[src/rtl/core/tczam_pkg.sv]
// ----------------------------------------------------------------------------
// Zone alarm monitor package
// Shared widths, register indexes, codes and the queue entry type.
// ----------------------------------------------------------------------------
`timescale 1ns / 1ps

package tczam_pkg;

    localparam int DATA_W   = 32;
    localparam int MARGIN_W = 16;
    localparam int PROD_W   = 48;
    localparam int WIDE_W   = 34;
    localparam int DEV_W    = 33;
    localparam int CH_W     = 2;
    localparam int NUM_CH   = 3;
    localparam int CFG_IDX_W = 3;

    localparam logic [CFG_IDX_W-1:0] REG_TEMP_MIN  = 3'd0;
    localparam logic [CFG_IDX_W-1:0] REG_TEMP_MAX  = 3'd1;
    localparam logic [CFG_IDX_W-1:0] REG_HUM_MIN   = 3'd2;
    localparam logic [CFG_IDX_W-1:0] REG_HUM_MAX   = 3'd3;
    localparam logic [CFG_IDX_W-1:0] REG_LIGHT_MIN = 3'd4;
    localparam logic [CFG_IDX_W-1:0] REG_LIGHT_MAX = 3'd5;
    localparam logic [CFG_IDX_W-1:0] REG_MARGIN    = 3'd6;

    localparam logic [CH_W-1:0] CH_TEMP  = 2'd0;
    localparam logic [CH_W-1:0] CH_HUM   = 2'd1;
    localparam logic [CH_W-1:0] CH_LIGHT = 2'd2;

    localparam logic [1:0] ST_GOOD   = 2'd0;
    localparam logic [1:0] ST_YELLOW = 2'd1;
    localparam logic [1:0] ST_RED    = 2'd2;

    typedef struct packed {
        logic [CH_W-1:0]          ch;
        logic signed [DATA_W-1:0] value;
        logic signed [DATA_W-1:0] gmin;
        logic signed [DATA_W-1:0] gmax;
        logic signed [PROD_W-1:0] pmin;
        logic signed [PROD_W-1:0] pmax;
        logic                     button;
    } item_t;

    typedef struct packed {
        logic [CH_W-1:0]         ch;
        logic [1:0]              status;
        logic signed [DEV_W-1:0] deviation;
        logic                    led;
        logic                    buzzer;
        logic [NUM_CH-1:0]       yellow;
        logic [NUM_CH-1:0]       red;
        logic [NUM_CH-1:0]       armed;
    } result_t;

endpackage

[src/rtl/core/tczam_front.sv]
// ----------------------------------------------------------------------------
// Zone alarm monitor front end
// Holds the band registers, rotates the channel, selects the reading and
// bounds and forms the margin products for the queue.
// ----------------------------------------------------------------------------
`timescale 1ns / 1ps

module tczam_front
    import tczam_pkg::*;
(
    input  logic                     clk,
    input  logic                     rst_n,
    input  logic                     cfg_valid,
    input  logic [CFG_IDX_W-1:0]     cfg_index,
    input  logic [DATA_W-1:0]        cfg_data,
    input  logic                     in_valid,
    output logic                     in_ready,
    input  logic signed [DATA_W-1:0] temp_value,
    input  logic signed [DATA_W-1:0] hum_value,
    input  logic signed [DATA_W-1:0] light_value,
    input  logic                     button_pressed,
    input  logic                     queue_full,
    output logic                     push,
    output item_t                    push_item
);

    logic signed [DATA_W-1:0] gmin_reg [NUM_CH];
    logic signed [DATA_W-1:0] gmax_reg [NUM_CH];
    logic [MARGIN_W-1:0]      margin_reg;
    logic [CH_W-1:0]          ch_idx_reg;
    logic [CH_W-1:0]          ch_idx_next;

    logic signed [DATA_W-1:0] sel_value;
    logic signed [DATA_W-1:0] sel_gmin;
    logic signed [DATA_W-1:0] sel_gmax;
    logic signed [PROD_W:0]   prod_min;
    logic signed [PROD_W:0]   prod_max;

    always_ff @(posedge clk or negedge rst_n)
    begin
        if (!rst_n)
        begin
            for (int i = 0; i < NUM_CH; i++)
            begin
                gmin_reg[i] <= '0;
                gmax_reg[i] <= '0;
            end
            margin_reg <= '0;
        end
        else if (cfg_valid)
        begin
            case (cfg_index)
                REG_TEMP_MIN:  gmin_reg[0] <= cfg_data;
                REG_TEMP_MAX:  gmax_reg[0] <= cfg_data;
                REG_HUM_MIN:   gmin_reg[1] <= cfg_data;
                REG_HUM_MAX:   gmax_reg[1] <= cfg_data;
                REG_LIGHT_MIN: gmin_reg[2] <= cfg_data;
                REG_LIGHT_MAX: gmax_reg[2] <= cfg_data;
                REG_MARGIN:    margin_reg  <= cfg_data[MARGIN_W-1:0];
                default:       ;
            endcase
        end
    end

    // index advances before use; light (and the unused code) wraps to temp
    assign ch_idx_next = (ch_idx_reg == CH_LIGHT || ch_idx_reg > CH_LIGHT) ?
                         CH_TEMP : ch_idx_reg + 2'd1;

    always_ff @(posedge clk or negedge rst_n)
    begin
        if (!rst_n)
            ch_idx_reg <= CH_TEMP;
        else if (push)
            ch_idx_reg <= ch_idx_next;
    end

    always_comb
    begin
        case (ch_idx_next)
            CH_TEMP:
            begin
                sel_value = temp_value;
                sel_gmin  = gmin_reg[0];
                sel_gmax  = gmax_reg[0];
            end
            CH_HUM:
            begin
                sel_value = hum_value;
                sel_gmin  = gmin_reg[1];
                sel_gmax  = gmax_reg[1];
            end
            default:
            begin
                sel_value = light_value;
                sel_gmin  = gmin_reg[2];
                sel_gmax  = gmax_reg[2];
            end
        endcase
    end

    assign prod_min = sel_gmin * $signed({1'b0, margin_reg});
    assign prod_max = sel_gmax * $signed({1'b0, margin_reg});

    assign in_ready = !queue_full;
    assign push     = in_valid && !queue_full;

    assign push_item.ch     = ch_idx_next;
    assign push_item.value  = sel_value;
    assign push_item.gmin   = sel_gmin;
    assign push_item.gmax   = sel_gmax;
    assign push_item.pmin   = prod_min[PROD_W-1:0];
    assign push_item.pmax   = prod_max[PROD_W-1:0];
    assign push_item.button = button_pressed;

endmodule

[src/rtl/core/tczam_queue.sv]
// ----------------------------------------------------------------------------
// Zone alarm monitor queue
// Small register FIFO between the front end and the classifier.
// ----------------------------------------------------------------------------
`timescale 1ns / 1ps

module tczam_queue
    import tczam_pkg::*;
#(
    parameter int DEPTH = 2
)
(
    input  logic  clk,
    input  logic  rst_n,
    input  logic  push,
    input  item_t push_item,
    input  logic  pop,
    output logic  full,
    output logic  not_empty,
    output item_t head
);

    localparam int PTR_W = $clog2(DEPTH);
    localparam int CNT_W = $clog2(DEPTH + 1);

    item_t              slot_reg [DEPTH];
    logic [PTR_W-1:0]   wr_ptr_reg;
    logic [PTR_W-1:0]   rd_ptr_reg;
    logic [CNT_W-1:0]   count_reg;
    logic [CNT_W-1:0]   count_next;

    assign full      = (count_reg == CNT_W'(DEPTH));
    assign not_empty = (count_reg != '0);
    assign head      = slot_reg[rd_ptr_reg];

    always_comb
    begin
        count_next = count_reg;
        if (push && !pop)
            count_next = count_reg + CNT_W'(1);
        else if (pop && !push)
            count_next = count_reg - CNT_W'(1);
    end

    always_ff @(posedge clk)
    begin
        if (push)
            slot_reg[wr_ptr_reg] <= push_item;
    end

    always_ff @(posedge clk or negedge rst_n)
    begin
        if (!rst_n)
        begin
            wr_ptr_reg <= '0;
            rd_ptr_reg <= '0;
            count_reg  <= '0;
        end
        else
        begin
            count_reg <= count_next;
            if (push)
                wr_ptr_reg <= (wr_ptr_reg == PTR_W'(DEPTH - 1)) ? '0 :
                              wr_ptr_reg + PTR_W'(1);
            if (pop)
                rd_ptr_reg <= (rd_ptr_reg == PTR_W'(DEPTH - 1)) ? '0 :
                              rd_ptr_reg + PTR_W'(1);
        end
    end

endmodule

[src/rtl/core/tczam_back.sv]
// ----------------------------------------------------------------------------
// Zone alarm monitor back end
// Builds the yellow bounds, classifies the reading, updates the alarm
// flags, LED and buzzer, and holds the result word.
// ----------------------------------------------------------------------------
`timescale 1ns / 1ps

module tczam_back
    import tczam_pkg::*;
(
    input  logic    clk,
    input  logic    rst_n,
    input  logic    q_valid,
    input  item_t   head,
    output logic    pop,
    output logic    out_valid,
    input  logic    out_ready,
    output result_t out_word
);

    logic [NUM_CH-1:0] yellow_reg, yellow_next;
    logic [NUM_CH-1:0] red_reg, red_next;
    logic [NUM_CH-1:0] armed_reg, armed_next;
    logic              led_reg, led_next;
    logic              buzzer_reg, buzzer_next;
    logic              out_valid_reg;
    result_t           out_word_reg;

    logic signed [PROD_W-1:0] sh_min, sh_max;
    logic signed [WIDE_W-1:0] v, gmin, gmax, ymin, ymax, dev;
    logic [1:0]               status;
    logic [NUM_CH-1:0]        bit_sel;

    // arithmetic shift floors toward minus infinity
    assign sh_min = head.pmin >>> MARGIN_W;
    assign sh_max = head.pmax >>> MARGIN_W;

    assign v    = WIDE_W'(head.value);
    assign gmin = WIDE_W'(head.gmin);
    assign gmax = WIDE_W'(head.gmax);
    assign ymin = gmin - sh_min[WIDE_W-1:0];
    assign ymax = gmax + sh_max[WIDE_W-1:0];

    always_comb
    begin
        if (v >= gmin && v <= gmax)
            dev = '0;
        else if (v > ymin && v < gmin)
            dev = gmin - v;
        else if (v > gmax && v < ymax)
            dev = v - gmax;
        else if (v <= ymin)
            dev = v - gmin;
        else if (v >= ymax)
            dev = gmax - v;
        else
            dev = '1;
    end

    assign bit_sel = NUM_CH'(3'b001 << head.ch);

    always_comb
    begin
        yellow_next = yellow_reg;
        red_next    = red_reg;
        armed_next  = armed_reg;
        if (dev == '0)
        begin
            status      = ST_GOOD;
            yellow_next = yellow_reg & ~bit_sel;
            red_next    = red_reg & ~bit_sel;
            armed_next  = armed_reg | bit_sel;
        end
        else if (!dev[WIDE_W-1])
        begin
            status      = ST_YELLOW;
            yellow_next = yellow_reg | bit_sel;
            red_next    = red_reg & ~bit_sel;
            armed_next  = armed_reg | bit_sel;
        end
        else
        begin
            status      = ST_RED;
            yellow_next = yellow_reg & ~bit_sel;
            red_next    = red_reg | bit_sel;
        end

        led_next = (yellow_next != '0) ? !led_reg : 1'b0;

        if (head.button)
            armed_next = armed_next & ~red_next;

        buzzer_next = ((armed_next & red_next) != '0) ? !buzzer_reg : 1'b0;
    end

    assign pop = q_valid && (!out_valid_reg || out_ready);

    always_ff @(posedge clk or negedge rst_n)
    begin
        if (!rst_n)
        begin
            yellow_reg    <= '0;
            red_reg       <= '0;
            armed_reg     <= '1;
            led_reg       <= 1'b0;
            buzzer_reg    <= 1'b0;
            out_valid_reg <= 1'b0;
        end
        else
        begin
            if (pop)
            begin
                yellow_reg <= yellow_next;
                red_reg    <= red_next;
                armed_reg  <= armed_next;
                led_reg    <= led_next;
                buzzer_reg <= buzzer_next;
            end
            if (pop)
                out_valid_reg <= 1'b1;
            else if (out_ready)
                out_valid_reg <= 1'b0;
        end
    end

    always_ff @(posedge clk)
    begin
        if (pop)
        begin
            out_word_reg.ch        <= head.ch;
            out_word_reg.status    <= status;
            out_word_reg.deviation <= dev[DEV_W-1:0];
            out_word_reg.led       <= led_next;
            out_word_reg.buzzer    <= buzzer_next;
            out_word_reg.yellow    <= yellow_next;
            out_word_reg.red       <= red_next;
            out_word_reg.armed     <= armed_next;
        end
    end

    assign out_valid = out_valid_reg;
    assign out_word  = out_word_reg;

endmodule

[src/rtl/core/three_channel_zone_alarm_monitor.sv]
// ----------------------------------------------------------------------------
// Three-channel zone alarm monitor
// Checks one sensor channel per input word in rotation and drives LED,
// buzzer and per-channel alarm flags.
// ----------------------------------------------------------------------------
// Takes one input word per clock and returns one result word per clock while
// the output is not stalled. The front end selects the channel and forms the
// margin products straight into the queue, and the classifier stage pops each
// word and registers the result and the updated flags; it takes a new word
// whenever its output register is empty or being read. The QUEUE_DEPTH-word
// queue absorbs output stalls. After a stall that fills the queue, the input
// resumes in the cycle after the output does. The first word checks the
// humidity channel, then light, temperature, humidity and so on. Band
// registers take effect for words accepted after the write.
`timescale 1ns / 1ps

module three_channel_zone_alarm_monitor
    import tczam_pkg::*;
#(
    parameter int QUEUE_DEPTH = 2
)
(
    input  logic                 clk,
    input  logic                 rst_n,
    input  logic                 cfg_valid,
    output logic                 cfg_ready,
    input  logic [CFG_IDX_W-1:0] cfg_index,
    input  logic [DATA_W-1:0]    cfg_data,
    input  logic                 s_tvalid,
    output logic                 s_tready,
    // temp_value[31:0], hum_value[63:32], light_value[95:64],
    // button_pressed[96], zero pad
    input  logic [103:0]         s_tdata,
    output logic                 m_tvalid,
    input  logic                 m_tready,
    // status[1:0], deviation[34:2], led_level[35], buzzer_level[36],
    // yellow_mask[39:37], red_mask[42:40], armed_mask[45:43], zero pad
    output logic [47:0]          m_tdata,
    // channel[1:0]
    output logic [CH_W-1:0]      m_tuser
);

    logic    push, pop, q_full, q_not_empty;
    item_t   push_item, head;
    result_t out_word;

    assign cfg_ready = 1'b1;

    tczam_front u_front (
        .clk            (clk),
        .rst_n          (rst_n),
        .cfg_valid      (cfg_valid),
        .cfg_index      (cfg_index),
        .cfg_data       (cfg_data),
        .in_valid       (s_tvalid),
        .in_ready       (s_tready),
        .temp_value     (s_tdata[31:0]),
        .hum_value      (s_tdata[63:32]),
        .light_value    (s_tdata[95:64]),
        .button_pressed (s_tdata[96]),
        .queue_full     (q_full),
        .push           (push),
        .push_item      (push_item)
    );

    tczam_queue #(
        .DEPTH (QUEUE_DEPTH)
    ) u_queue (
        .clk       (clk),
        .rst_n     (rst_n),
        .push      (push),
        .push_item (push_item),
        .pop       (pop),
        .full      (q_full),
        .not_empty (q_not_empty),
        .head      (head)
    );

    tczam_back u_back (
        .clk       (clk),
        .rst_n     (rst_n),
        .q_valid   (q_not_empty),
        .head      (head),
        .pop       (pop),
        .out_valid (m_tvalid),
        .out_ready (m_tready),
        .out_word  (out_word)
    );

    assign m_tuser = out_word.ch;
    assign m_tdata = {2'b00, out_word.armed, out_word.red, out_word.yellow,
                      out_word.buzzer, out_word.led, out_word.deviation,
                      out_word.status};

endmodule

[config.mk]
export PLATFORM = sky130hd
export DESIGN_NAME = three_channel_zone_alarm_monitor
export DESIGN_NICKNAME = d
export VERILOG_FILES = /design/src/rtl/core/tczam_pkg.sv /design/src/rtl/core/tczam_front.sv /design/src/rtl/core/tczam_queue.sv /design/src/rtl/core/tczam_back.sv /design/src/rtl/core/three_channel_zone_alarm_monitor.sv
export SDC_FILE = /design/constraint.sdc
export NUM_CORES = 2
export LEC_CHECK = 0
export BUFFER_PORTS_ARGS = -buffer_cell sky130_fd_sc_hd__buf_2
export CAP_MARGIN = 20
export CORE_UTILIZATION = 25
export CTS_CLUSTER_DIAMETER = 50
export DETAILED_ROUTE_END_ITERATION = 6
export PLACE_DENSITY = 0.43
export SLEW_MARGIN = 20
export SYNTH_ARGS = -nofsm -noshare
export SYNTH_HDL_FRONTEND = slang
export SYNTH_HIERARCHICAL = 1
export SYNTH_SLANG_ARGS = --single-unit
[constraint.sdc]
create_clock -name clk -period 10.1 [get_ports clk]
set_input_delay 1.515 -clock clk [delete_from_list [all_inputs] [get_ports clk]]
set_output_delay 1.515 -clock clk [all_outputs]
set_load 0.01 [all_outputs]
# Yosys cells after proc, flatten, opt, wreduce, memory -nomap -nowiden

Memories as Yosys holds them, arrays and structs flattened.
Index checks and enable logic that the tools add are counted.

Logic and storage cells: 124
Output and inout bits: 53
Memory bits (writable): 390
Bits of input ports: 144
Bits in registers: 274
Memories: 1

Add/subtract/negate cells: 11
Mux-type cells: 27
Multipliers: 2
Reductions and logical operators: 30
Bitwise logic cells: 9
Shift-type cells: 1
$lt $le $gt $ge: 9
Equality and inequality tests: 9

Memories:

| name             | words | width | read ports | clocked after memory_dff | write ports | line              | source |
|---|---|---|---|---|---|---|---|
| u_queue.slot_reg | 2     | 195   | 1          | 0                        | 1           | tczam_queue.sv:26 | `item_t slot_reg [DEPTH];` |

Operators with widths:

| operator                                                               | number |
|---|---|
| 32-bit case mux with 2 select lines                                    | 3 |
| 34-bit 2-to-1 mux                                                      | 5 |
| 32-bit by 32-bit subtractor with 33-bit output                         | 5 |
| 32-bit by 17-bit multiplier with 48-bit output                         | 2 |
| 34-bit zero test                                                       | 1 |
| 32-bit by 32-bit adder with 33-bit output                              | 1 |
| 32-bit by 33-bit greater-or-equal comparator with 1-bit output         | 1 |
| 32-bit by 33-bit greater-than comparator with 1-bit output             | 1 |
| 32-bit by 33-bit <= comparator with 1-bit output                       | 1 |
| 32-bit by 33-bit less-than comparator with 1-bit output                | 1 |
| 32-bit greater-or-equal comparator                                     | 1 |
| 32-bit greater-than comparator                                         | 1 |
| 32-bit <= comparator                                                   | 1 |
| 32-bit less-than comparator                                            | 1 |
| 3-bit 2-to-1 mux                                                       | 7 |
| 2-bit AND reduction                                                    | 7 |
| 3-bit AND                                                              | 4 |
| 3-bit equality test (second input constant)                            | 3 |
| 3-bit OR                                                               | 3 |
| 1-bit 2-to-1 mux                                                       | 8 |
| 2-bit 2-to-1 mux                                                       | 4 |
| 1-bit logical AND                                                      | 7 |
| 3-bit by 2-bit equality test with 1-bit output (second input constant) | 2 |
| 1-bit zero test                                                        | 6 |
| 14 further kinds                                                       | 22 |

# Longest topological paths before layout

An unclocked memory read counts as a cell.

Word-level depth: 16
Mapped depth: 40
Depth with buffers taken out: 35

# By module

The synthesis kept the hierarchy.

By module, submodules not included:

| module                           | area each (um^2) | cells each | instances |
|---|---|---|---|
| tczam_front                      | 45092.0          | 4773       | 1 |
| tczam_queue                      | 14838.0          | 623        | 1 |
| tczam_back                       | 14624.0          | 1927       | 1 |
| three_channel_zone_alarm_monitor | 30.0             | 5          | 1 |

# Least setup slack after synthesis

No wires, ideal clock.

Path type: in2reg
Start point: input port s_tvalid
End point: memory u_queue/slot_reg[0][0] (netlist bit), enable pin
Slack: -1.130 ns
Path buffers: 0
Data arrival time: 10.454 ns
Cell stages on the path: 2
Cell sequence: nor2b_1 > nor2b_1

Longest elaborated chain between the ends: 3

Ends and longest elaborated chain:

| what                                   | line                                   | source |
|---|---|---|
| start: declaration                     | three_channel_zone_alarm_monitor.sv:29 | `input logic s_tvalid,` |
| 1-bit logical AND                      | tczam_front.sv:105                     | `assign push = in_valid && !queue_full;` |
| 1-bit 2-to-1 mux                       | tczam_queue.sv:47                      | `if (push)` |
| 1-bit 2-to-1 mux (implied by the code) | tczam_queue.sv:48                      | `slot_reg[wr_ptr_reg] <= push_item;` |
| end: declaration                       | tczam_queue.sv:26                      |  |

Every way passes these cells.

==> results.sh <==
export IMPL_path_max_fanout=17
export IMPL_num_io_pins=197
export IMPL_grt_ovfl_total=0
export IMPL_drv_slew=0
export IMPL_worstPathArrival_ps=9850
export IMPL_first_pass_iters=7
export IMPL_seqCellArea_sq_mm=0.0169
export IMPL_cts_sinks=600
export IMPL_track_usage=0.161
export IMPL_timing_worst_setup_path_type="register to register"
export IMPL_cts_tree="built"
export IMPL_antenna_found_initial=22
export IMPL_vias=51700
export IMPL_worst_pin_slew_ps=1170
export IMPL_whs_endpoint="u_back/armed_reg[0]"
export IMPL_viasPerCell=4.65
export IMPL_drc_errors=0
export IMPL_hp_class="register to register"
export IMPL_worstPathRequired_ps=10550
export IMPL_r2r_setup_slack_ps=710
export IMPL_fillCellCount=30100
export IMPL_place_gp_congestion=0.888
export IMPL_clockRootBuffer="clkbuf_16"
export IMPL_use_met2=0.257
export IMPL_fmax_ghz=0.106
export IMPL_status="finished, final reports clean"
export IMPL_clock_latency_ps=710
export IMPL_grt_use_met1=0.231
export IMPL_htreeDepth=3
export IMPL_ys_warn_count=6
export IMPL_fin_tns_setup_ps=0
export IMPL_syn_cell_area_sq_mm=0.0719
export IMPL_start_util=0.252
export IMPL_grtUsageMet3=0.0208
export IMPL_grt_pass1_wl_um=353000
export IMPL_antenna_left=0
export IMPL_synth_cells=7180
export IMPL_avgSynthCellArea_sq_um=10.0
export IMPL_skew_ps=59.7
export IMPL_cp_start_kind="register"
export IMPL_rsz0062_at_grt="false"
export IMPL_critPathCaptureType="register"
export IMPL_fin_crit_ps=9390
export IMPL_worstHoldStart="u_back/armed_reg[0]"
export IMPL_relSlewSlack=0.221
export IMPL_dieWidth_um=538
export IMPL_dieArea_sq_mm=0.290
export IMPL_synthToLayoutAreaGrowth_pct=11.7
export IMPL_drt_total_wl_um=236000
export IMPL_drive_above_1_share=0.139
export IMPL_largest_reg_flops=326
export IMPL_path_clk_slew_ps=60
export IMPL_worstReg2RegEnd="u_back/out_word[8]"
export IMPL_hold_violations=0
export IMPL_grt_max_degree=153
export IMPL_core_area_sq_mm=0.286
export IMPL_portBuffers=186
export IMPL_grt_busiest_layer="met2"
export IMPL_die_h_um=538
export IMPL_max_cap_violations=0
export IMPL_place_hpwl_um=184000
export IMPL_cts_buffer_depth=3
export IMPL_cts_buffers=76
export IMPL_drtIter0Drc=3149
export IMPL_hold_depth=2
export IMPL_post_drt_wl_per_cell_um=21.2
export IMPL_nets=8875
export IMPL_cp_slowest_stage_delay_ps=610
export IMPL_grt_pass1_vias=55100
export IMPL_ff2ff_path_depth=36
export IMPL_crit_slowest_cell="dfrtp_4"
export IMPL_r2r_start="u_queue/rd_ptr_reg"
export IMPL_finalSetupViolCount=0
export IMPL_finalCritPeriodShare=0.930
export IMPL_multiInputGateArea_sq_mm=0.0490
export IMPL_num_rows=196
==> per-layer routing <==
metal  share of wire  routed length, um
met1            0.48             114000
met2            0.45             106000
met3           0.049              11500
met4           0.018               4160
met5         0.00014                 34
==> critical path: cells and delay by family, from the launching register on <==
kind	cells	cell delay, ps
simple gates	9	2090
flops	1	610
fa+ha+maj	3	690
xor+xnor	1	190
mux	2	620
buf+inv	2	380
compound gates	19	4560
==> placed cells by master, fill, tap and decap left out, types with 129 or more instances in the layout <==
cell type,instances
buf_4,151
nand2_1,838
o21ai_0,170
mux2_4,130
dfrtp_1,204
nor2_1,144
buf_2,185
edfxtp_1,374
inv_1,1283
fa_1,974
xnor2_1,129
ha_1,487
and2_1,472
mux2_2,259
a21oi_1,234
==> stage by stage <==
stage,instances,area (sq um),hold WS [ps],utilization,setup slack [ps]
after floorplan,7181,71900,446,-,334
after global placement,11000,77700,467,0.272,276
after detailed placement,11000,77700,473,0.272,298
after CTS,11100,80200,482,0.281,300
after global routing,11100,80300,502,0.281,21.7
final,11100,80300,481,0.281,706
==> worst max path at each step <==
stage | startpoint | to
2_1_floorplan | s_tvalid | u_queue/slot_reg[0][0]
3_5_place_dp | u_queue/rd_ptr_reg | u_back/out_word[8]
5_1_grt | u_queue/rd_ptr_reg | u_back/out_word[8]
6_report | u_queue/rd_ptr_reg | u_back/out_word[8]
3_3_place_gp | u_queue/rd_ptr_reg | u_back/out_word[8]
4_1_cts | u_queue/rd_ptr_reg | u_back/out_word[7]
==> area by class of cell <==
cell class                      count  area share
Timing Repair Buffer              345      0.0278
Inverter                         1284      0.0600
Clock inverter                     46     0.00695
Antenna cell                       20    0.000623
Tap cell                         3762      0.0586
Multi-Input combinational cell   4963       0.610
Sequential cell                   600       0.211
Clock buffer                       91      0.0250
==> what timing repair did <==
action,4_1_cts,5_1_grt
setup endpoints to repair,0,9
resized for setup,0,7
hold endpoints to repair,0,0
setup buffers,0,0
hold buffers,0,0
Power is left out: the tool's default activity adds up to more than one toggle a clock period on the data nets, which glitch-free logic cannot reach.
